## config.mk

```make
export PLATFORM = sky130hd
export DESIGN_NAME = bbdq_cell
export DESIGN_NICKNAME = d
export VERILOG_FILES = /design/src/rtl/bbdq_pkg.sv /design/src/rtl/bbdq_cell.sv
export SDC_FILE = /design/constraint.sdc
export NUM_CORES = 1
export LEC_CHECK = 0
export ABC_CLOCK_PERIOD_IN_PS = 3400
export BUFFER_PORTS_ARGS = -buffer_cell sky130_fd_sc_hd__buf_4
export CAP_MARGIN = 40
export CORE_MARGIN = 2
export CORE_UTILIZATION = 30
export CTS_CLUSTER_DIAMETER = 50
export DETAILED_ROUTE_END_ITERATION = 6
export PLACE_DENSITY = 0.59
export SYNTH_ARGS = -nofsm -noshare
export SYNTH_HDL_FRONTEND = slang
export SYNTH_SLANG_ARGS = --single-unit
```

## constraint.sdc

```tcl
create_clock -name clk -period 3.4 [get_ports clk]
set_input_delay 0.17 -clock clk [delete_from_list [all_inputs] [get_ports clk]]
set_output_delay 0.17 -clock clk [all_outputs]
set_load 0.05 [all_outputs]
```

## src/rtl/bbdq_pkg.sv

```systemverilog
// Shared types and constants for the byte-budget delay queue.
// Depends on nothing; imported by every module of the block.
package bbdq_pkg;

    // Default queue depth in packet descriptors
    localparam int QUEUE_DEPTH_DEF = 64;

    // Field widths
    localparam int HANDLE_W  = 16;
    localparam int BYTES_W   = 24;
    localparam int TIME_W    = 32;
    localparam int HOLD_W    = 16;
    localparam int DROP_W    = 32;
    localparam int STATUS_W  = 3;
    localparam int REQ_W     = 2;
    localparam int CFG_IDX_W = 1;
    localparam int CFG_DAT_W = 24;

    // Register reset values
    localparam logic [HOLD_W-1:0]  HOLD_RESET   = 16'd100;
    localparam logic [BYTES_W-1:0] BUDGET_RESET = 24'd1048576;

    // Request codes; the unused code acts as a pop
    typedef enum logic [REQ_W-1:0] {
        REQ_PUSH  = 2'd0,
        REQ_POP   = 2'd1,
        REQ_FLUSH = 2'd2,
        REQ_SPARE = 2'd3
    } req_t;

    // Result status codes
    typedef enum logic [STATUS_W-1:0] {
        ST_PUSHED      = 3'd0,
        ST_OVER_BUDGET = 3'd1,
        ST_FULL        = 3'd2,
        ST_POPPED      = 3'd3,
        ST_EMPTY       = 3'd4,
        ST_NOT_AGED    = 3'd5,
        ST_FLUSHED     = 3'd6
    } status_t;

    // Configuration register indexes
    typedef enum logic [CFG_IDX_W-1:0] {
        CFG_HOLD_TIME   = 1'd0,
        CFG_BYTE_BUDGET = 1'd1
    } cfg_idx_t;

    // One stored packet descriptor
    typedef struct packed {
        logic [HANDLE_W-1:0] handle;
        logic [BYTES_W-1:0]  size;
        logic [TIME_W-1:0]   arrival;
    } entry_t;

    // Per-cell control from the queue controller
    typedef struct packed {
        logic shift;
        logic load;
    } cell_ctl_t;

endpackage

```

## src/rtl/bbdq_cell.sv

```systemverilog
// One storage cell of the shifting descriptor chain.
// Depends on bbdq_pkg for the entry and control types.
module bbdq_cell
    import bbdq_pkg::*;
(
    input  logic      clk,
    input  cell_ctl_t ctl,
    input  entry_t    new_entry,
    input  entry_t    nbr_entry,
    output entry_t    entry
);

    entry_t entry_reg;

    // Load a pushed descriptor, or advance the neighbor's one toward the head
    always_ff @(posedge clk)
    begin
        if (ctl.load)
        begin
            entry_reg <= new_entry;
        end
        else if (ctl.shift)
        begin
            entry_reg <= nbr_entry;
        end
    end

    assign entry = entry_reg;

endmodule

```

Word level (Yosys, flattened, before mapping)
Cells that the tools add are included.

cells by class
  muxes and demuxes = 2
  order comparisons = 0
  shifts and indexed selects = 0
  reductions and logical operators = 1
  $add $sub $neg = 0
  bitwise logic cells = 0
  divide/modulo/power cells = 0
  $mul = 0
  equality and inequality tests = 0

operator list
  kind                number
  $mux W72            2
  $reduce_bool A2 Y1  1

word-level totals
  input port bits = 147
  register bits after elaboration = 72
  logic and storage cells = 6
  RAM bits = 0
  memories = 0
  latch bits = 0
  output and inout bits = 72
  memory bits (read-only) = 0

Depth between registers and ports, before layout
  depth in word-level cells = 2
  gate-level depth with buffers = 3
  mapped depth without buffers = 1

Least setup slack after synthesis
No wires, ideal clock.

  path kind = input port to flip-flop
  from = input ctl[0] (netlist name)
  to = register entry_reg, in the netlist entry[0] (enable)
  data required time = 2.966 ns
  path slack = 0.846 ns
  path buffers = 2
  stages on the path = 3
  data arrival time = 2.120 ns
  setup time = 0.434 ns
  cell sequence = buf_6 buf_12 or2_1

on the way
  cells in the longest elaborated chain, start to end = 1

ends and longest elaborated chain
  item                                 RTL line         source
  from (decl)                          bbdq_cell.sv:7   input cell_ctl_t ctl,
  $reduce_bool A2 Y1 (no source line)  -
  to (signal assigned)                 bbdq_cell.sv:20  entry_reg <= new_entry;
  to (signal assigned)                 bbdq_cell.sv:24  entry_reg <= nbr_entry;
  to (decl)                            bbdq_cell.sv:13  entry_t entry_reg;

Every way passes these cells.
A chain may end at the register's enable or synchronous reset.

Worst setup path in the final report
  from = input ctl[0] (netlist name)
  to = register entry_reg, in the netlist entry[21] (data pin)

on the way
  cells in the longest elaborated chain, start to end = 1

ends and longest elaborated chain
  item      RTL line         source
  $mux W72  bbdq_cell.sv:18  if (ctl.load)

Every way passes these cells.

==> flow_summary_export.csv <==
group,metric,value,unit
status,status,"completed",
routing,drt-pass1-iter-count,4,
setup_path,worstPathArrival,1.41,ns
finish,finish.instance_area,0.00538,mm²
clocking,postCtsSetupBuffers,0,
timing,setup_tns,0,ns
synth,synth_area_leader_cell,"edfxtp_1",
floorplan,io_pins,219,
setup_path,worstPathRequired,3.47,ns
setup_path,cp_slowest_cell,"buf_4",
synth,synth_top_area_share,63.8,%
timing,min_period,1.34,ns
synth,synth_fa_ha_area_share,0,%
finish,drive_gt1_share,80.6,%
power,power.density,522,mW/mm²
synth,synthSimpleGateAreaFrac,0.185,%
setup_path,path_delay_family,"buffers and inverters",
worst_hold_path,hold_path_class,"in -> reg",
placement,placed_area,0.00509,mm²
worst_hold_path,min_path_cells,2,
finish,synthToLayoutAreaGrowth,58.8,%
floorplan,core_region_area,0.0109,mm²
synth,ys.warnings.count,0,
finish,nets,524,
finish,largest_reg_flops,72,
global_routing,grt_overflow,0,
routing,vias,2196,
routing,wl_per_cell,14.9,µm
synth,synth_seq_cells,72,
global_routing,antenna_found_initial,0,
setup_path,slowest_delay,0.55,ns
timing,setup_viol,0,
setup_path,critPathKind,"in -> reg",
floorplan,initial_utilization,31.0,%
finish,fill_cells,988,
setup_path,crit_path_max_fanout,33,
clocking,cts_resized,0,
timing,fin_crit_sh,39.4,%
setup_path,cpMostUsedCell,"buf_4",
global_routing,first_global_vias,2250,
routing,ant_nets,0,
timing,max_freq,0.747,GHz
synth,netlist-cell-type-count,6,
setup_path,path_cells,"buf_4 -> buf_4 -> mux2_4",
worst_hold_path,holdPathEnd,"entry[43]",
routing,via_per_inst,4.21,
setup_path,cp-start-kind,"input pin",
clocking,clockRootBuffer,"clkbuf_16",
timing,rsz0062_at_grt,"false",
clocking,cts_sinks,72,
job,cap_violations,0,
worst_hold_path,min-delay-start,"nbr_entry[43]",
finish,antennaDiodeCount,0,
power,ir_drop,196,µV
clocking,clockBufferDepth,2,
global_routing,grt_util_all_layers,12.6,%
clocking,cts_buffers,9,
floorplan,rows,38,
setup_path,cp-end-kind,"flop",
clocking,clkTransAtPathRegs,0.06,ns
routing,drc_errors,0,
finish,layout.cells.non_filler,522,
routing,wl,7.76,mm
synth,synthMuxAreaShare,31.6,%
clocking,cts_tree,"done",
synth,synth_top_family_by_area,"multiplexers",
placement,io_buffers,218,
clocking,cts_hold_buf,0,
synth,syn_nets,300,
floorplan,die_x,110,µm
timing,holdWs,0.142,ns
setup_path,crit_buf_inv,2,
synth,synthCells,153,
routing,drt_iter0_drc,40,
placement,placedCellCount,506,
synth,synth.avg_cell_area,22.2,µm²
placement,place_congestion,0.691,
clocking,htreeDepth,3,
floorplan,die_h,110,µm
power,p_leak,0.00252,µW
synth,syn_area,0.00339,mm²
global_routing,grt_pass1_wl,11.2,mm
global_routing,grt_max_degree,50,
floorplan,die-area,0.0122,mm²
timing,drv_slew,0,
synth,synthTopCellsByArea,"edfxtp_1 64%, mux2_4 31%, buf_12 4.1%",
synth,synth_compound_area_share,0,%
synth,synth_xor_area_share,0,%
finish,final_common_cell,"buf_4",
timing,worst_pin_slew,0.597,ns
timing,relSlewSlack,60.2,%
timing,hold_viol,0,
synth,seq_area_frac_synth,63.8,%
placement,hpwl,6.00,mm
finish,post-route-util,49.2,%
finish,final_cell_mix,"220 x buf_4, 72 x edfxtp_1, 69 x mux2_4, 9 x clkbuf_16, 3 x mux2_2",
==> power by group <==
| group | switching (µW) | internal (µW) |
|---|---|---|
| Sequential | 27.8 | 1090 |
| Combinational | 463 | 326 |
| Clock | 341 | 559 |
| Total | 831 | 1980 |
==> per-layer routing <==
layer	wire [µm]	GRT usage, %	vias up
li1	-	-	1048
met1	2750	13.7	1002
met2	3950	21.1	132
met3	906	4.64	14
met4	155	7.05	0
met5	0	0	-
==> kinds of logic (layout without fill, tap and decap cells) <==
kind of cell           count (synthesis)  in the layout
AND/OR/NAND/NOR                        1              1
buffers and inverters                  8            237
multiplexers                          72             72
flip-flops                            72             72
==> synth_stat cells <==
library cell and n:
or2_1 1, mux2_2 3, buf_12 7, edfxtp_1 72, buf_6 1, mux2_4 69
==> how the worst max path moves through the flow <==
stage          startpoint         to  slack, ns  depth (start not counted)
5_1_grt            ctl[0]  entry[21]       2.01                          3
4_1_cts            ctl[0]  entry[48]       2.05                          3
3_3_place_gp       ctl[0]  entry[60]       1.64                          2
2_1_floorplan      ctl[0]   entry[0]       0.85                          3
3_5_place_dp       ctl[0]  entry[48]       1.70                          3
6_report           ctl[0]  entry[21]       2.06                          3
==> per-stage QoR <==
stage | worst slack (ns) | total power [µW]
2_1_floorplan | 0.846 | 1640
3_3_place_gp | 1.64 | 1930
3_5_place_dp | 1.70 | 1940
4_1_cts | 2.05 | 2850
5_1_grt | 2.01 | 2920
6_report | 2.06 | 2810
==> layout make-up <==
class	count	area [µm²]	share of cell area [%]
Clock buffer	9	225	4.18
Tap cell	140	175	3.25
Clock inverter	7	62.6	1.16
Sequential cell	72	2160	40.2
Multi-Input combinational cell	73	1080	20.0
Timing Repair Buffer	221	1680	31.2
(Power assumes the default switching activity.)
